`config.mk`:
```
export PLATFORM = sky130hd
export DESIGN_NAME = pbfa_word_scan
export DESIGN_NICKNAME = d
export VERILOG_FILES = /design/src/sv/pbfa_pkg.sv /design/src/sv/pbfa_word_scan.sv
export SDC_FILE = /design/constraint.sdc
export NUM_CORES = 1
export LEC_CHECK = 0
export ABC_AREA = 1
export BUFFER_PORTS_ARGS = -buffer_cell sky130_fd_sc_hd__buf_2
export CAP_MARGIN = 20
export CORE_UTILIZATION = 55
export DETAILED_ROUTE_END_ITERATION = 12
export GPL_TIMING_DRIVEN = 0
export PLACE_DENSITY = 0.78
export SLEW_MARGIN = 30
export SYNTH_ARGS = -nofsm -noshare
export SYNTH_HDL_FRONTEND = slang
export SYNTH_SLANG_ARGS = --single-unit
```
`constraint.sdc`:
```
create_clock -name vclk -period 10
set_input_delay 2.5 -clock vclk [all_inputs]
set_output_delay 2.5 -clock vclk [all_outputs]
set_load 0.05 [all_outputs]
```
`src/sv/pbfa_pkg.sv`:
```
`timescale 1ns / 1ps
// Shared types and constants for the page bitmap first-fit allocator.
// Used by every module of the block; depends on nothing.
package pbfa_pkg;

    localparam int NUM_PAGES  = 4096;
    localparam int WORD_BITS  = 32;
    localparam int WORD_COUNT = NUM_PAGES / WORD_BITS;
    localparam int PAGE_W     = $clog2(NUM_PAGES);
    localparam int CNT_W      = PAGE_W + 1;
    localparam int WADDR_W    = $clog2(WORD_COUNT);
    localparam int BIT_W      = $clog2(WORD_BITS);
    localparam int PROT_MAX   = 3;

    typedef logic [WORD_BITS-1:0] t_bmword;

    typedef enum logic [1:0] {
        CMD_ALLOC_SEARCH = 2'd0,
        CMD_ALLOC_AT     = 2'd1,
        CMD_FREE         = 2'd2,
        CMD_MARK_AVAIL   = 2'd3
    } t_cmd;

    typedef enum logic [2:0] {
        ST_OK       = 3'd0,
        ST_ZERO_LEN = 3'd1,
        ST_BAD_PROT = 3'd2,
        ST_NO_RUN   = 3'd3,
        ST_PAST_END = 3'd4
    } t_status;

    typedef enum logic [1:0] {
        S_IDLE,
        S_SEARCH,
        S_MARK
    } t_state;

    typedef struct packed {
        t_cmd              command;
        logic [11:0]       base_page;
        logic [12:0]       page_count;
        logic [2:0]        prot;
    } t_in_word;

    typedef struct packed {
        t_status           status;
        logic [11:0]       result_page;
    } t_out_word;

    typedef struct packed {
        logic [WADDR_W-1:0] rd_addr;
        logic               wr_en;
        logic [WADDR_W-1:0] wr_addr;
        t_bmword            wr_data;
    } t_ram_req;

    typedef struct packed {
        t_bmword            used;
        logic [CNT_W-1:0]   carry;
        logic [CNT_W-1:0]   count;
        logic [BIT_W-1:0]   limit_bit;
        logic               apply_limit;
    } t_scan_req;

    typedef struct packed {
        logic               hit;
        logic [BIT_W-1:0]   hit_bit;
        logic [CNT_W-1:0]   run_out;
    } t_scan_rsp;

endpackage

```
`src/sv/pbfa_word_scan.sv`:
```
`timescale 1ns / 1ps
// Scan unit: finds the first page in one bitmap word that completes a
// free run of the requested length, and the free run carried to the next word.
// Depends on pbfa_pkg.
module pbfa_word_scan (
    input  pbfa_pkg::t_scan_req i_req,
    output pbfa_pkg::t_scan_rsp o_rsp
);
    import pbfa_pkg::*;

    t_bmword            used_eff;
    t_bmword            free_v;
    t_bmword            pre_free;
    t_bmword            win;
    t_bmword            hit_vec;
    t_bmword            grp [BIT_W+1];
    logic [CNT_W:0]     need;
    logic               short_run;
    logic [BIT_W-1:0]   first_bit;
    logic [CNT_W-1:0]   tail_free;

    always_comb begin
        // pages above the search limit count as used
        for (int b = 0; b < WORD_BITS; b++) begin
            used_eff[b] = i_req.used[b] |
                          (i_req.apply_limit && (BIT_W'(b) > i_req.limit_bit));
        end
        free_v = ~used_eff;

        pre_free[0] = free_v[0];
        for (int b = 1; b < WORD_BITS; b++) begin
            pre_free[b] = pre_free[b-1] & free_v[b];
        end

        // grp[k][b]: at least 2**k free pages ending at bit b, inside the word
        grp[0] = free_v;
        for (int k = 1; k <= BIT_W; k++) begin
            grp[k] = grp[k-1] & (grp[k-1] << (1 << (k-1)));
        end

        // compose a window of exactly page_count pages from the binary digits
        win = '1;
        for (int k = 0; k <= BIT_W; k++) begin
            if (i_req.count[k]) begin
                win = grp[k] & (win << (1 << k));
            end
        end
        short_run = (i_req.count <= CNT_W'(WORD_BITS));
        if (!short_run) begin
            win = '0;
        end

        // runs that reach back into earlier words
        need = {1'b0, i_req.count} - {1'b0, i_req.carry};
        for (int b = 0; b < WORD_BITS; b++) begin
            hit_vec[b] = win[b] | (pre_free[b] && (need <= (CNT_W+1)'(b + 1)));
        end

        first_bit = '0;
        for (int b = WORD_BITS - 1; b >= 0; b--) begin
            if (hit_vec[b]) begin
                first_bit = BIT_W'(b);
            end
        end

        tail_free = CNT_W'(WORD_BITS);
        for (int b = 0; b < WORD_BITS; b++) begin
            if (used_eff[b]) begin
                tail_free = CNT_W'(WORD_BITS - 1 - b);
            end
        end

        o_rsp.hit     = |hit_vec;
        o_rsp.hit_bit = first_bit;
        o_rsp.run_out = (&free_v) ? (i_req.carry + CNT_W'(WORD_BITS)) : tail_free;
    end

endmodule

```
# ---- Yosys cells after proc, flatten, opt, wreduce, memory -nomap -nowiden
# Cells that the tools add are included.
# Widths: inputs -> output; s select.
dict set report classes {
  n_addsub 2
  magnitude_cmp 65
  mux 72
  n_bitwise 104
  n_reduce_logical 66
}
# cell count
set ops {}
lappend ops {{$mux 13} 32}
lappend ops {{$and 32x32->32} 8}
lappend ops {{$le 14x5->1 const B} 16}
lappend ops {{$mux 32} 7}
lappend ops {{$mux 5} 32}
lappend ops {{$le 14x4->1 const B} 8}
lappend ops {{$gt 5x5->1 const A} 16}
lappend ops {{$logic_and 1x1->1} 64}
lappend ops {{$or 1x1->1} 64}
lappend ops {{$le 14x3->1 const B} 4}
lappend ops {{$gt 4x5->1 const A} 8}
lappend ops {{$not 32->32} 1}
lappend ops {{$reduce_and 32->1} 1}
lappend ops {{$reduce_or 32->1} 1}
lappend ops {{$and 1x1->1} 31}
lappend ops {{$le 14x2->1 const B} 2}
lappend ops {{$gt 3x5->1 const A} 4}
lappend ops {{$le 14x1->1 const B} 1}
lappend ops {{$le 14x6->1 const B} 1}
lappend ops {{$sub 13x13->14} 1}
lappend ops {{$add 13x6->13 const B} 1}
lappend ops {{$le 13x6->1 const B} 1}
lappend ops {{$gt 1x5->1 const A} 2}
lappend ops {{$gt 2x5->1 const A} 2}
lappend ops {{$mux 6} 1}
dict set report word_totals {
  regBits 0
  output_inout_bits 19
}

# ---- Longest topological paths before layout
dict set report depth {
  word_depth 69
  ltp_mapped 48
  mapped_depth_nobuf 47
}

# ---- Worst setup path before layout
# Ideal clock, no wire load.
dict set report synth_timing {
  path_kind {input to output}
  start {in i_req[6] (netlist name)}
  end {out o_rsp[13] (netlist name)}
  t_arrival_ps 6798
  t_required_ps 7500
  slack_ps 702
  stages 47
  path_buffers 2
  path_cell_list {clkbuf_1 -> inv_1 -> clkbuf_1 -> ha_1 -> inv_1 -> fa_1 -> nand3_1 -> nand2_1 -> nand3_1 -> nand3_1 -> nand2_1 -> nand2_1 -> nor3_1 -> nand2_1 -> clkinv_1 -> nand2_1 -> nor2_1 -> nor2_1 -> [11 not listed] -> nand2_1 -> nand2_1 -> nand2_1 -> nand2_1 -> nand2_1 -> nand2_1 -> nand2_1 -> nand2_1 -> nand2_1 -> nand2_1 -> nand2_1 -> nand2_1 -> nand2_1 -> nand2_1 -> nand2_1 -> nand2_1 -> nand2_1 -> a21oi_1}
}
# item line
set synth_lines {}
lappend synth_lines {{from (decl)} pbfa_word_scan.sv:6} ;# input pbfa_pkg::t_scan_req i_req,
lappend synth_lines {{to (decl)} pbfa_word_scan.sv:7} ;# output pbfa_pkg::t_scan_rsp o_rsp

==> flow_summary.ini <==
[outcome]
outcome = complete, no violations

[layout]
drive_above_1_share_pct = 10.8
clkbuf_count = 0
fin_cells = 1314
nets = 1287
area_delta_synth_final_pct = 11.0
regArea_um2 = 0
seq_cell_count = 0
num_antenna_cells = 0
design_area_um2 = 5660

[logic_synthesis]
avgSynthCellArea_um2 = 4.53
yosys-top-cells-count = nand2_1 (396), inv_1 (171), nor2_1 (149)
syn-num-nets = 1205
syn-cell-area_um2 = 5100
ys_types = 50
synthTopCellsByArea = nand2_1 (29%), inv_1 (13%), nor2_1 (11%), nand3_1 (9.4%), o21ai_0 (6.4%)
synth.most_common_cell = nand2_1
ys_seq_area_share_pct = 0
yosysTopAreaCell = nand2_1
syn_inst = 1126
synth_top_area_share_pct = 29.1
synth_warnings = 0

[worst_hold_path]
hp-class = in2out
hold_depth = 3

[routing]
vias = 7852
drt_pass1_iterations = 8
antenna_left = 0
vias_per_cell = 5.98
wl_per_cell_um = 16.4
drcViolationCount = 0
first_iter_violations = 968
finalWirelength_mm = 21.5

[timing]
whs_ns = 5.34
fin_tns_setup_ns = 0
fin_crit_sh_pct = 96.0
max_slew.worst_pin.slew_ns = 0.651
setup_violations = 0
finalHoldViolations = 0
max_clock_freq_mhz = 104
slew-limit-headroom_pct = 56.3
drv_slew = 0
setup_ws_ns = 0.403
fin_crit_ns = 9.60

[setup_path]
crit_top_cell = nand2_1
critical_path_class = in2out
crit_arrival_ns = 7.10
cp_slowest_stage_delay_ns = 0.55
slowest_stage = xor2_1
critPathMaxFanout = 9
critPathLaunchType = input port
cp_data_required_time_ns = 7.50
end_kind = primary output

[global_route]
grt_util_all_layers_pct = 44.4
antenna_found_initial = 0
grt-ovfl-total = 0
grt_pass1_wl_mm = 34.3
grt_max_degree = 14
grt_pass1_vias = 6903

[pwr]
ir_drop_mv = 0.0322
p_leak_nw = 3.19
powerDensity_nw_per_um2 = 40.4

[placed_design]
io_buffers = 79
hpwl_mm = 18.4
dp_cells = 1313
routabilityCongestion = 1.08
place_ws_ns = 0.000273
place_area_um2 = 5630

[floorplan]
io_pins = 83
initial_core_util_pct = 57.7
die_height_um = 98.3
coreArea_um2 = 8850
die_area_um2 = 9670
die_width_um = 98.3
num_rows = 34

[job]
max_cap_viol_count = 0

[clock_tree]
postCtsHoldBufs = 0
placed cells by master, fill, tap and decap left out, types with 14 or more instances in the layout:
master    instances
ha_1             14
nor3_1           26
a21oi_1          49
nand2_1         395
nand4_1          19
buf_2            82
nand3_1          96
nor2_1          149
o21ai_0          65
clkbuf_1         15
inv_1           170
path summary, 6_finish.rpt:
path	end	from	slack (ns)
max	o_rsp[13]	i_req[6]	0.40
min	o_rsp[5]	i_req[24]	5.34
final cells by class:
class	instances	area (µm²)
well taps	108	135
fillers	1009	3190
multi-input cells	910	4290
plain buffers	28	121
repair buffers	81	410
inverters	187	709
what timing repair did:
item / in CTS / in global routing
buffers inserted: 0 / 2
endpoints found under the setup margin: 1 / 1
resized for setup: 0 / 6
layer usage:
| metal | GRT usage (%) | vias to the layer above | part of all wire (%) |
|---|---|---|---|
| li1 | - | 3790 | - |
| met1 | 60.2 | 3430 | 40 |
| met2 | 71.8 | 554 | 43 |
| met3 | 6.44 | 78 | 13 |
| met4 | 14.7 | 0 | 4.0 |
| met5 | 0 | - | 0 |
power breakdown:
part           leakage (nW)  total (mW)  internal [mW]  switching (mW)
clock network             0           0              0               0
registers                 0           0              0               0
logic                  3.19       0.229         0.0638           0.165
total                  3.19       0.229         0.0638           0.165
logic make-up (layout without fill, tap and decap cells):
family,count (synthesis),after routing,synth area share (%)
xor+xnor,6,6,1.03
simple gates,720,720,59.5
compound gates,169,169,19.5
fa+ha+maj,15,15,3.82
buf+inv,216,296,16.2
critical path, delay by kind of cell:
family | cells | cell delay (ns)
buffers and inverters | 7 | 1.26
AOI/OAI and AO/OA | 3 | 0.54
and+or+nand+nor | 26 | 1.69
xor gates and xnor gates | 1 | 0.55
adders and majority gates | 2 | 0.52
stage by stage:
stage | total power [mW] | utilization (%)
5_1_grt | 0.250 | 64.0
3_3_place_gp | 0.214 | 63.7
2_1_floorplan | 0.151 | -
3_5_place_dp | 0.216 | 63.7
6_report | 0.229 | 64.0
4_1_cts | 0.217 | 63.6
Power figures use the tool's default switching activity.
