$ cat src/sv/pbfa_pkg.sv
`timescale 1ns / 1ps
// Shared types and constants for the page bitmap first-fit allocator.
// Used by every module of the block; depends on nothing.
package pbfa_pkg;

    localparam int NUM_PAGES  = 4096;
    localparam int WORD_BITS  = 32;
    localparam int WORD_COUNT = NUM_PAGES / WORD_BITS;
    localparam int PAGE_W     = $clog2(NUM_PAGES);
    localparam int CNT_W      = PAGE_W + 1;
    localparam int WADDR_W    = $clog2(WORD_COUNT);
    localparam int BIT_W      = $clog2(WORD_BITS);
    localparam int PROT_MAX   = 3;

    typedef logic [WORD_BITS-1:0] t_bmword;

    typedef enum logic [1:0] {
        CMD_ALLOC_SEARCH = 2'd0,
        CMD_ALLOC_AT     = 2'd1,
        CMD_FREE         = 2'd2,
        CMD_MARK_AVAIL   = 2'd3
    } t_cmd;

    typedef enum logic [2:0] {
        ST_OK       = 3'd0,
        ST_ZERO_LEN = 3'd1,
        ST_BAD_PROT = 3'd2,
        ST_NO_RUN   = 3'd3,
        ST_PAST_END = 3'd4
    } t_status;

    typedef enum logic [1:0] {
        S_IDLE,
        S_SEARCH,
        S_MARK
    } t_state;

    typedef struct packed {
        t_cmd              command;
        logic [11:0]       base_page;
        logic [12:0]       page_count;
        logic [2:0]        prot;
    } t_in_word;

    typedef struct packed {
        t_status           status;
        logic [11:0]       result_page;
    } t_out_word;

    typedef struct packed {
        logic [WADDR_W-1:0] rd_addr;
        logic               wr_en;
        logic [WADDR_W-1:0] wr_addr;
        t_bmword            wr_data;
    } t_ram_req;

    typedef struct packed {
        t_bmword            used;
        logic [CNT_W-1:0]   carry;
        logic [CNT_W-1:0]   count;
        logic [BIT_W-1:0]   limit_bit;
        logic               apply_limit;
    } t_scan_req;

    typedef struct packed {
        logic               hit;
        logic [BIT_W-1:0]   hit_bit;
        logic [CNT_W-1:0]   run_out;
    } t_scan_rsp;

endpackage

$ cat src/sv/pbfa_seq.sv
`timescale 1ns / 1ps
// Command sequencer: checks, word-by-word first-fit search, run marking and
// the result register. Depends on pbfa_pkg; drives pbfa_bitmap_ram and pbfa_word_scan.
module pbfa_seq (
    input  logic                       i_clk,
    input  logic                       i_rst_n,
    input  logic                       i_in_valid,
    output logic                       o_in_stall,
    input  pbfa_pkg::t_in_word         i_in_word,
    output logic                       o_out_valid,
    input  logic                       i_out_stall,
    output pbfa_pkg::t_out_word        o_out_word,
    input  logic                       i_cfg_wr,
    input  logic [pbfa_pkg::PAGE_W-1:0] i_cfg_data,
    output pbfa_pkg::t_ram_req         o_ram_req,
    input  pbfa_pkg::t_bmword          i_rd_data,
    output pbfa_pkg::t_scan_req        o_scan_req,
    input  pbfa_pkg::t_scan_rsp        i_scan_rsp
);
    import pbfa_pkg::*;

    t_state             r_state, n_state;
    logic [PAGE_W-1:0]  r_search_limit;
    logic [CNT_W-1:0]   r_count, n_count;
    logic [PAGE_W-1:0]  r_start, n_start;
    logic [PAGE_W-1:0]  r_end, n_end;
    logic               r_set_used, n_set_used;
    logic               r_is_alloc, n_is_alloc;
    logic [WADDR_W-1:0] r_next, n_next;
    logic [WADDR_W-1:0] r_q_addr;
    logic [CNT_W-1:0]   r_run, n_run;
    logic               r_out_valid, n_out_valid;
    t_out_word          r_out_word, n_out_word;

    logic               in_accept;
    logic               is_alloc_cmd;
    logic [PAGE_W-1:0]  hit_page;
    logic [PAGE_W-1:0]  hit_start;
    logic [WADDR_W-1:0] limit_word;
    t_bmword            mark_mask;

    assign o_in_stall   = (r_state != S_IDLE) || (r_out_valid && i_out_stall);
    assign in_accept    = i_in_valid && !o_in_stall;
    assign is_alloc_cmd = (i_in_word.command == CMD_ALLOC_SEARCH) ||
                          (i_in_word.command == CMD_ALLOC_AT);
    assign limit_word   = r_search_limit[PAGE_W-1:BIT_W];
    assign hit_page     = {r_q_addr, i_scan_rsp.hit_bit};
    assign hit_start    = PAGE_W'({1'b0, hit_page} + CNT_W'(1) - r_count);

    assign o_scan_req.used        = i_rd_data;
    assign o_scan_req.carry       = r_run;
    assign o_scan_req.count       = r_count;
    assign o_scan_req.limit_bit   = r_search_limit[BIT_W-1:0];
    assign o_scan_req.apply_limit = (r_q_addr == limit_word);

    // bits of the current word that fall inside the run
    always_comb begin
        for (int b = 0; b < WORD_BITS; b++) begin
            mark_mask[b] = ((r_q_addr != r_start[PAGE_W-1:BIT_W]) ||
                            (BIT_W'(b) >= r_start[BIT_W-1:0])) &&
                           ((r_q_addr != r_end[PAGE_W-1:BIT_W]) ||
                            (BIT_W'(b) <= r_end[BIT_W-1:0]));
        end
    end

    always_comb begin
        n_state     = r_state;
        n_count     = r_count;
        n_start     = r_start;
        n_end       = r_end;
        n_set_used  = r_set_used;
        n_is_alloc  = r_is_alloc;
        n_run       = r_run;
        n_out_valid = r_out_valid && i_out_stall;
        n_out_word  = r_out_word;

        o_ram_req.rd_addr = r_next;
        o_ram_req.wr_en   = 1'b0;
        o_ram_req.wr_addr = r_q_addr;
        o_ram_req.wr_data = r_set_used ? (i_rd_data | mark_mask) : (i_rd_data & ~mark_mask);

        unique case (r_state)
            S_IDLE: begin
                o_ram_req.rd_addr = (i_in_word.command == CMD_ALLOC_SEARCH) ?
                                    '0 : i_in_word.base_page[PAGE_W-1:BIT_W];
                if (in_accept) begin
                    n_count    = i_in_word.page_count;
                    n_start    = i_in_word.base_page;
                    n_end      = PAGE_W'(CNT_W'(i_in_word.base_page) +
                                         i_in_word.page_count - CNT_W'(1));
                    n_set_used = is_alloc_cmd;
                    n_is_alloc = is_alloc_cmd;
                    n_run      = '0;
                    n_out_word.result_page = '0;
                    priority if (i_in_word.page_count == '0) begin
                        n_out_valid       = 1'b1;
                        n_out_word.status = ST_ZERO_LEN;
                    end else if (is_alloc_cmd && (i_in_word.prot > 3'(PROT_MAX))) begin
                        n_out_valid       = 1'b1;
                        n_out_word.status = ST_BAD_PROT;
                    end else if (i_in_word.command == CMD_ALLOC_SEARCH) begin
                        n_state = S_SEARCH;
                    end else if ((CNT_W+1)'(i_in_word.base_page) +
                                 (CNT_W+1)'(i_in_word.page_count) >
                                 (CNT_W+1)'(NUM_PAGES)) begin
                        n_out_valid       = 1'b1;
                        n_out_word.status = ST_PAST_END;
                    end else begin
                        n_state = S_MARK;
                    end
                end
            end
            S_SEARCH: begin
                priority if (i_scan_rsp.hit) begin
                    // restart the read stream at the first word of the run
                    n_start           = hit_start;
                    n_end             = hit_page;
                    o_ram_req.rd_addr = hit_start[PAGE_W-1:BIT_W];
                    n_state           = S_MARK;
                end else if (r_q_addr == limit_word) begin
                    n_out_valid            = 1'b1;
                    n_out_word.status      = ST_NO_RUN;
                    n_out_word.result_page = '0;
                    n_state                = S_IDLE;
                end else begin
                    n_run = i_scan_rsp.run_out;
                end
            end
            S_MARK: begin
                o_ram_req.wr_en = 1'b1;
                if (r_q_addr == r_end[PAGE_W-1:BIT_W]) begin
                    n_out_valid            = 1'b1;
                    n_out_word.status      = ST_OK;
                    n_out_word.result_page = r_is_alloc ? r_start : '0;
                    n_state                = S_IDLE;
                end
            end
            default: begin
                n_state = S_IDLE;
            end
        endcase

        n_next = o_ram_req.rd_addr + WADDR_W'(1);
    end

    always_ff @(posedge i_clk) begin
        if (!i_rst_n) begin
            r_state        <= S_IDLE;
            r_out_valid    <= 1'b0;
            r_search_limit <= '1;
        end else begin
            r_state     <= n_state;
            r_out_valid <= n_out_valid;
            if (i_cfg_wr) begin
                r_search_limit <= i_cfg_data;
            end
        end
    end

    always_ff @(posedge i_clk) begin
        r_count    <= n_count;
        r_start    <= n_start;
        r_end      <= n_end;
        r_set_used <= n_set_used;
        r_is_alloc <= n_is_alloc;
        r_run      <= n_run;
        r_next     <= n_next;
        r_q_addr   <= o_ram_req.rd_addr;
        r_out_word <= n_out_word;
    end

    assign o_out_valid = r_out_valid;
    assign o_out_word  = r_out_word;

    a_mark_in_run: assert property (@(posedge i_clk) disable iff (!i_rst_n)
        (r_state == S_MARK) |-> ((r_q_addr >= r_start[PAGE_W-1:BIT_W]) &&
                                 (r_q_addr <= r_end[PAGE_W-1:BIT_W])))
        else $error("marking a word outside the run");

    a_mark_order: assert property (@(posedge i_clk) disable iff (!i_rst_n)
        (r_state == S_MARK) |-> (r_start <= r_end))
        else $error("run start beyond run end");

    a_search_carry: assert property (@(posedge i_clk) disable iff (!i_rst_n)
        (r_state == S_SEARCH) |-> (r_run < r_count))
        else $error("carried free run already long enough");

    a_search_limit: assert property (@(posedge i_clk) disable iff (!i_rst_n)
        (r_state == S_SEARCH) |-> (r_q_addr <= limit_word))
        else $error("search past the limit word");

    a_done_result: assert property (@(posedge i_clk) disable iff (!i_rst_n)
        ((r_state != S_IDLE) && (n_state == S_IDLE)) |=> o_out_valid)
        else $error("command finished without a result word");

endmodule

$ cat config.mk
export PLATFORM = sky130hd
export DESIGN_NAME = pbfa_seq
export DESIGN_NICKNAME = d
export VERILOG_FILES = /design/src/sv/pbfa_pkg.sv /design/src/sv/pbfa_seq.sv
export SDC_FILE = /design/constraint.sdc
export NUM_CORES = 1
export LEC_CHECK = 0
export BUFFER_PORTS_ARGS = -buffer_cell sky130_fd_sc_hd__buf_2
export CORE_MARGIN = 4
export CORE_UTILIZATION = 48
export CTS_BUF_LIST = sky130_fd_sc_hd__clkbuf_8
export DETAILED_ROUTE_END_ITERATION = 8
export PLACE_DENSITY = 0.79
export SYNTH_ARGS = -nofsm -noshare
export SYNTH_HDL_FRONTEND = slang
export SYNTH_SLANG_ARGS = --single-unit
$ cat constraint.sdc
create_clock -name i_clk -period 3.1 [get_ports i_clk]
set_input_delay 0.31 -clock i_clk [delete_from_list [all_inputs] [get_ports i_clk]]
set_output_delay 0.31 -clock i_clk [all_outputs]
set_load 0.01 [all_outputs]
-- Word level (Yosys, flattened, before mapping)
Index checks and enable logic that the tools add are counted.
Widths: inputs -> output; s select.
- input bits: 98
- output and inout port bits: 128
- register bits: 95
- logic and storage cells: 263
- bitwise logic cells: 3
- reduce and logical (&&, ||, !) cells: 114
- $lt $le $gt $ge: 66
- equal/unequal tests: 19
- add/sub/neg operators: 6
- mux-type cells: 43
- operator list (kind ; count):
    $ge 5x5->1 const A ; 16
    $le 5x5->1 const A ; 16
    $logic_or 1x1->1 ; 66
    $mux 12 ; 5
    $mux 15 ; 4
    $pmux 12 s2 ; 2
    $pmux 15 s3 ; 1
    $ge 4x5->1 const A ; 8
    $le 4x5->1 const A ; 8
    $mux 13 ; 3
    $logic_and 1x1->1 ; 35
    $and 32x32->32 ; 1
    $mux 32 ; 1
    $not 32->32 ; 1
    $or 32x32->32 ; 1
    $pmux 13 s2 ; 1
    $ge 3x5->1 const A ; 4
    $le 3x5->1 const A ; 4
    $mux 2 ; 8
    $ne 2x2->1 const B ; 8
    $add 12x13->14 ; 1
    $eq 7x7->1 ; 2
    $gt 14x13->1 const B ; 1
    $mux 7 ; 2
    31 further kinds ; 52

-- Longest topological paths before layout
Gate-level depths: netlist of run 1.
- depth in word-level cells: 8
- gate-level depth with buffers: 16
- mapped depth without buffers: 16

-- Least setup slack after synthesis of run 1
OpenSTA, ideal clock, no wires.
- path type: register to register
- start: register r_count[1]
- end: register r_next[6]
- path buffers: 0
- stages on the path, launching flop included: 14
- path slack: -0.178 ns
- clock period less this slack: 3.278 ns
- library setup time: 0.121 ns
- arrival time: 3.157 ns
- data required time: 2.979 ns
- cell sequence: edfxtp_1 > ha_1 > inv_1 > ha_1 > inv_1 > fa_1 > nand2b_1 > a21oi_1 > o21ai_0 > a211oi_1 > nor3_1 > o31ai_1 > nand4_1 > xor2_1
- RTL lines (item ; RTL line ; text):
    start, declared ; pbfa_seq.sv:24 ; logic [CNT_W-1:0] r_count, n_count;
    start signal, assigned ; pbfa_seq.sv:161 ; r_count <= n_count;
    end signal, assigned ; pbfa_seq.sv:167 ; r_next <= n_next;
    end, declared ; pbfa_seq.sv:29 ; logic [WADDR_W-1:0] r_next, n_next;

==> summary.md, run 1 <==
| Metric | Value |
|---|---|
| Status | `complete, but fails checks` |
| Failing checks | `negative setup slack` |
| Post-Route Skew | `slightly above 0.02 ns` |
| Fmax achieved | `0.301 GHz` |
| Slowest stage cell on the critical path | `edfxtp_1` |
| Max incr delay on CP | `0.44 ns` |
| Share of cells above drive strength 1 | `0.389` |
| Vias per cell | `about 5.5` |
| Die area | `0.0169 sq mm` |
| Critical R2R Launch | `r_count[1]` |
| R2R cell count | `15` |
| Max_slew headroom | `0.353` |
| EDFF count, synth | `66` |
| Ant diodes | `0` |
| Later-pin clock latency in the skew report | `around 0.4 ns` |
| Global-route wire length before repair | `31.3 mm` |
| Area of the multi-input gates | `0.00415 sq mm` |
| H-tree depth | `3` |
| Synthesized area per cell | `9.14 sq um` |
| Drt drc | `0` |
| DP Worst Slack | `-0.285 ns` |
| Crit-path max FO | `4` |
| Reg2reg end | `r_next[6]` |
| Die width | `130 um` |
| Power per cell area | `860 mW/mm^2` |
| Routed wire length | `21.0 mm` |
| Crit-path cells | `inv_1 > ha_1 > ha_1 > o21ai_1 > o21a_1 > nor3_1 > a2111oi_2 > xnor2_1 > a21o_1 > buf_2` |
| Worst Hold Depth | `3` |
| Clk root buf | `clkbuf_8` |
| Hold Path End | `r_search_limit[3]` |
| Min Tclk post-route | `~3.3 ns` |
| FILL cells | `1198` |
| Post-DP HPWL | `16.1 mm` |
| Async S/R FF share, synth | `0` |
| Sequential fraction of the synthesis area | `0.359` |
| Crit end category | `output pin` |
| Number of global-route vias before repair | `6289` |
| Initial DRC count | `between 600 and 700` |
| WHS | `0.134 ns` |
| DRT Pass-1 Iters | `5` |
| Remaining antenna violation count | `0` |
| Library cells used by synthesis | `61` |
| Primary FF master, synth | `edfxtp_1` |
| Slew Viols, Final | `0` |
| Hold path start | `i_cfg_data[3]` |
| Leakage | `4.37 nW` |
| CTS sink cnt | `95` |
| Post-Synthesis Cells | `~780` |
| Setup crit start kind | `register` |
| Tot Pwr | `7.94 mW` |
| Crit path DAT | `between 3 and 4 ns` |
| CTS tree | `done` |
| FF+latch area | `0.00257 sq mm` |
| CTS clock-pin slew for the worst setup and hold paths | `between 0.1 and 0.15 ns` |
| Vias | `6709` |
| Max Cap Violations | `0` |
| Synthesis Warnings | `0` |
| Most frequent cells in the layout | `buf_2, inv_1, buf_4, edfxtp_1, nand2_1` |
| Least-Margin Pin Slew | `0.971 ns` |
| # rows | `44` |
| Tcrit/Tclk final | `1.07` |
| Initial Utilization | `0.492` |
| Most numerous cell on the critical path | `ha_1` |
| Initial antenna violation count | `0` |
| Buffers and inverters on the worst path | `2` |
| Commonest non-fill, non-tap cell in the layout | `buf_2` |
| Die extent in y | `roughly 130 um` |
| TNS Setup | `-1.13 ns` |
| Gpl congestion | `0.949` |
| Peak supply drop | `~0.34 mV` |
| Total GRT Usage | `0.235` |
| CP required | `about 2.8 ns` |
| Avg WL per Cell | `~17 um` |
| Hold crit path type | `in -> reg` |
| Fin worst setup slack | `-0.217 ns` |
| Inserted Clock Buffers | `9` |
| Area grow syn2layout | `29.2%` |
| Largest net degree at the start of global routing | `35` |
| IO buf count | `223` |
| Synth Cell Area | `0.00714 sq mm` |
| R2r setup slk | `-0.07 ns` |
| I/O Pins | `about 230` |
| Grt total ovfl | `0` |
| Hold violation count in the final report | `0` |
| Kind of cell adding the most delay to the critical path | `compound AO/OA/AOI/OAI gates` |
| Finish-stage setup viols | `7` |
| Setup CP Type | `reg -> out` |
| Unrepaired setup endpoints after global routing | `true` |
| Clk buf depth | `2` |
| Core ar. | `0.0145 sq mm` |
| Final nets | `around 1200` |
| Net count after synthesis | `942` |
| Synth Register Bits | `95` |
synthesized netlist by cell type, drive strengths merged, types with 2 or more instances:
library cell / number / share of area
inv: 78 / 0.041
edfxtp: 66 / 0.28
nand2: 60 / 0.032
ha: 59 / 0.10
o21ai: 50 / 0.035
nor2: 43 / 0.023
a21oi: 40 / 0.028
buf: 39 / 0.040
mux2: 35 / 0.055
dfxtp: 29 / 0.081
clkbuf: 28 / 0.015
and2: 27 / 0.024
xnor2: 24 / 0.029
xor2: 19 / 0.023
a21o: 17 / 0.018
mux2i: 15 / 0.021
nor3: 15 / 0.011
o22ai: 12 / 0.011
a31oi: 11 / 0.0096
and3: 9 / 0.0079
nand4: 9 / 0.0079
nor2b: 9 / 0.0079
nor4: 9 / 0.0079
a211oi: 6 / 0.0063
nand2b: 6 / 0.0053
o21a: 6 / 0.0063
a21boi: 5 / 0.0053
nand3: 5 / 0.0035
or2: 5 / 0.0044
o21bai: 4 / 0.0042
o31ai: 4 / 0.0042
or3: 4 / 0.0035
a2111oi: 3 / 0.0072
fa: 3 / 0.0084
o31a: 3 / 0.0039
a221oi: 2 / 0.0025
a22oi: 2 / 0.0021
a311oi: 2 / 0.0025
nor3b: 2 / 0.0021
or4: 2 / 0.0021
report_power, final:
part           switching (mW)  total (mW)  internal [mW]
combinational            2.46        4.40           1.94
sequential              0.511        2.58           2.07
clock                   0.493       0.965          0.471
per-stage QoR:
step                      area (sq um)  cells   util
after floorplan                   7150    782      -
after global placement            8540   1180  0.588
after detailed placement          8540   1180  0.588
after CTS                         8950   1206  0.616
after global routing              9230   1215  0.635
final                             9230   1215  0.635
cell families (layout without fill, tap and decap cells):
group,after synthesis,count (layout),synth area share
xor+xnor,43,43,0.0527
compound gates,179,179,0.161
simple gates,208,208,0.144
fa+ha+maj,62,62,0.112
mux,50,50,0.0762
flops,95,95,0.359
buf+inv,145,394,0.0956
registers in the layout, indices dropped and copies added, names as in the netlist, 2 cells and up:
name	count
o_out_word	15
r_count	13
r_run	13
r_end	12
r_search_limit	12
r_start	12
r_next	7
r_q_addr	7
r_state	2
worst min-delay path, delay by kind of cell:
kind,cells,cell delay (ns)
buffers and inverters,1,0.07
muxes,1,0.05
and+or+nand+nor,1,0.06
final cells by class:
| type | instances | share of cell area |
|---|---|---|
| multi-input cells | 542 | 0.449 |
| clock inverters | 7 | 0.0121 |
| inverters | 78 | 0.0317 |
| flip-flops and latches | 95 | 0.278 |
| repair buffers | 300 | 0.191 |
| clock buffers | 9 | 0.0134 |
| well taps | 184 | 0.0249 |
metal layers:
| layer | part of all wire | global-route usage |
|---|---|---|
| met5 | 0 | 0 |
| met4 | 0.022 | 0.0678 |
| met3 | 0.079 | 0.0438 |
| met2 | 0.49 | 0.389 |
| met1 | 0.41 | 0.315 |
worst max-delay path by stage:
stage                      start             end  slack [ns]  depth (start not counted)
global placement    i_in_word[3]  o_out_word[14]       -0.23                         10
detailed placement  i_in_word[3]  o_out_word[14]       -0.28                         10
global route          r_count[1]   o_ram_req[40]       -0.38                         12
CTS                   r_count[1]   o_ram_req[44]       -0.19                         13
finish                r_count[3]   o_ram_req[45]       -0.22                         10
floorplan             r_count[1]       r_next[6]        0.03                         13
timing repair:
action / 4_1_cts / 5_1_grt
endpoints found under the setup margin: 20 / 32
setup buffers: 10 / 9
pin swaps: 9 / 15
hold buffers: 0 / 0
gates resized for setup: 25 / 49
No activity file was read; power rests on OpenSTA's default activity.
==> run 2, diff against run 1 <==
--- a/config.mk
+++ b/config.mk
@@ -7,10 +7,9 @@
 export LEC_CHECK = 0
 export BUFFER_PORTS_ARGS = -buffer_cell sky130_fd_sc_hd__buf_2
 export CORE_MARGIN = 4
-export CORE_UTILIZATION = 48
+export CORE_UTILIZATION = 26
 export CTS_BUF_LIST = sky130_fd_sc_hd__clkbuf_8
 export DETAILED_ROUTE_END_ITERATION = 8
-export PLACE_DENSITY = 0.79
 export SYNTH_ARGS = -nofsm -noshare
 export SYNTH_HDL_FRONTEND = slang
 export SYNTH_SLANG_ARGS = --single-unit
==> run 2 against run 1 <==
The run still ends with negative setup slack left. Die area rose by 79%. Global-route usage shrank 8.8 points. Wire length rose by 12%. Worst hold slack worse by 0.015 ns. Largest cell class unchanged. Highest routed layer is now met5.
==> summary.md, run 2 (same netlist as run 1, synthesis figures left out) <==
| Metric | Value |
|---|---|
| CP required | `2.79 ns (about the same)` |
| Remaining antenna violation count | `0 (unchanged)` |
| Grt total ovfl | `0 (unchanged)` |
| Vias per cell | `4.75 (was 5.52)` |
| Max_slew headroom | `0.209 (was 0.353)` |
| Routed wire length on met3 | `1.48 mm (was 1.66 mm)` |
| Core ar. | `0.0270 sq mm (was 0.0145 sq mm)` |
| Initial DRC count | `395 (was 631)` |
| Die extent in y | `174 um (was 130 um)` |
| Tot Pwr | `8.13 mW (was 7.94 mW)` |
| Setup CP Type | `reg -> out (unchanged)` |
| # rows | `60 (was 44)` |
| I/O Pins | `226 (unchanged)` |
| Avg WL per Cell | `16.8 um (was 17.3 um)` |
| Post-Route Skew | `0.0193 ns (was 0.0206 ns)` |
| Unrepaired setup endpoints after global routing | `true (unchanged)` |
| Global-route wire length before repair | `35.4 mm (was 31.3 mm)` |
| Clk buf depth | `2 (unchanged)` |
| Finish-stage setup viols | `5 (was 7)` |
| Drt drc | `0 (unchanged)` |
| Min Tclk post-route | `3.29 ns (was 3.32 ns)` |
| Status | `complete, but fails checks (unchanged)` |
| Ant diodes | `0 (unchanged)` |
| CTS clock-pin slew for the worst setup and hold paths | `0.12 ns (was 0.11 ns)` |
| Inserted Clock Buffers | `9 (unchanged)` |
| Max Cap Violations | `0 (unchanged)` |
| Slew Viols, Final | `0 (unchanged)` |
| Tcrit/Tclk final | `1.06 (was 1.07)` |
| Final core occ | `0.360 (was 0.635)` |
| Peak supply drop | `0.319 mV (was 0.342 mV)` |
| Failing checks | `negative setup slack (unchanged)` |
| Commonest non-fill, non-tap cell in the layout | `buf_2 (unchanged)` |
| DRT Pass-1 Iters | `6 (was 5)` |
| Hold crit path type | `in -> reg (unchanged)` |
| CTS tree | `done (unchanged)` |
| IO buf count | `223 (unchanged)` |
| Vias | `6652 (was 6709)` |
| Initial antenna violation count | `2 (was 0)` |
| Largest net degree at the start of global routing | `35 (unchanged)` |
| Most frequent cells in the layout | `buf_2, buf_4, inv_1, edfxtp_1, nand2_1 (was buf_2, inv_1, buf_4, edfxtp_1, nand2_1)` |
| Die width | `174 um (was 130 um)` |
| Die area | `0.0302 sq mm (was 0.0169 sq mm)` |
| Gpl congestion | `0.913 (was 0.949)` |
| Crit path DAT | `2.98 ns (was 3.01 ns)` |
| Fmax achieved | `0.304 GHz (was 0.301 GHz)` |
| Least-Margin Pin Slew | `1.18 ns (was 0.971 ns)` |
| Number of global-route vias before repair | `6392 (was 6289)` |
| Area grow syn2layout | `36.2% (was 29.2%)` |
| Leakage | `4.54 nW (was 4.37 nW)` |
| Share of cells above drive strength 1 | `0.416 (was 0.389)` |
| Number of flip-flops under the largest register name | `15 (unchanged)` |
| Power per cell area | `836 mW/mm^2 (was 860 mW/mm^2)` |
| H-tree depth | `3 (unchanged)` |
| Final nets | `1213 (was 1186)` |
| Routed wire length | `23.5 mm (was 21.0 mm)` |
| FILL cells | `2800 (was 1198)` |
| Setup crit start kind | `register (unchanged)` |
| CTS sink cnt | `95 (unchanged)` |
| DRT met1 WL | `10.4 mm (was 8.69 mm)` |
| Later-pin clock latency in the skew report | `0.39 ns (about the same)` |
| DR WL met2 | `11.2 mm (was 10.2 mm)` |
| Initial Utilization | `0.264 (was 0.492)` |
| Highest Signal Layer | `met5 (was met4)` |
| Hold violation count in the final report | `0 (unchanged)` |
| Total GRT Usage | `0.147 (was 0.235)` |
| Crit-path max FO | `4 (unchanged)` |
| Crit end category | `output pin (unchanged)` |
| Clk root buf | `clkbuf_8 (unchanged)` |
| Fin worst setup slack | `-0.195 ns (was -0.217 ns)` |
| Post-DP HPWL | `18.5 mm (was 16.1 mm)` |
## run 2: changes by cell type in the layout (fill, tap and decap cells not counted), sizes merged
cell / change
inv: -1
clkinv: +2
buf: +27
bufinv: -1
## run 2: routing by layer
layer / track usage / up-vias
met1: 0.195 / 3089
met5: 0 / -
met2: 0.248 / 253
met3: 0.0275 / 32
met4: 0.0383 / 4
li1: - / 3274
## run 2: cell type report
class / count / area (sq um) / share of cell area
clock inverters: 7 / 100 / 0.0103
repair buffers: 327 / 2000 / 0.205
clock buffers: 9 / 124 / 0.0127
well taps: 341 / 427 / 0.0438
inverters: 78 / 295 / 0.0303
flip-flops and latches: 95 / 2570 / 0.264
multi-input cells: 542 / 4220 / 0.434
## run 2: worst max-delay path, cell delays in order, from the launching register on
cell and delay [ns]:
edfxtp_1 0.41, ha_1 0.28, inv_1 0.06, ha_2 0.18, inv_2 0.04, fa_2 0.34
nand2b_4 0.16, a21oi_4 0.17, o21ai_4 0.10, a211oi_2 0.25, nor3_2 0.08, o31ai_2 0.25
buf_4 0.18, buf_6 0.09
## run 2: path summary, 6_finish.rpt
check                start           endpoint  slack, ns  cells past startpoint
max reg2reg     r_count[1]          r_next[6]       0.09                     15
min reg2reg      r_next[0]          r_next[0]       0.45                      1
min          i_cfg_data[3]  r_search_limit[3]       0.12                      3
max             r_count[1]      o_ram_req[44]      -0.19                     13
## run 2: what timing repair did
action,CTS,global route
pin swaps,16,21
hold buffers,0,0
resized for setup,33,73
endpoints found under the setup margin,37,38
buffers inserted,9,14
endpoints found under the hold margin,0,0
## run 2: power breakdown
part / switching (mW) / internal (mW)
logic: 2.44 / 2.10
clock network: 0.544 / 0.399
registers: 0.575 / 2.08
total: 3.56 / 4.57
## run 2: per-stage QoR
step	instance area [sq um]	instances	hold WS [ns]	worst slack (ns)	TNS, ns
2_1_floorplan	7150	782	0.372	0.0265	0
3_3_place_gp	8920	1361	0.427	-0.323	-1.57
3_5_place_dp	8920	1361	0.435	-0.399	-1.93
4_1_cts	9340	1386	0.0951	-0.251	-0.820
5_1_grt	9730	1399	0.0935	-0.331	-2.54
6_report	9730	1399	0.119	-0.195	-0.568
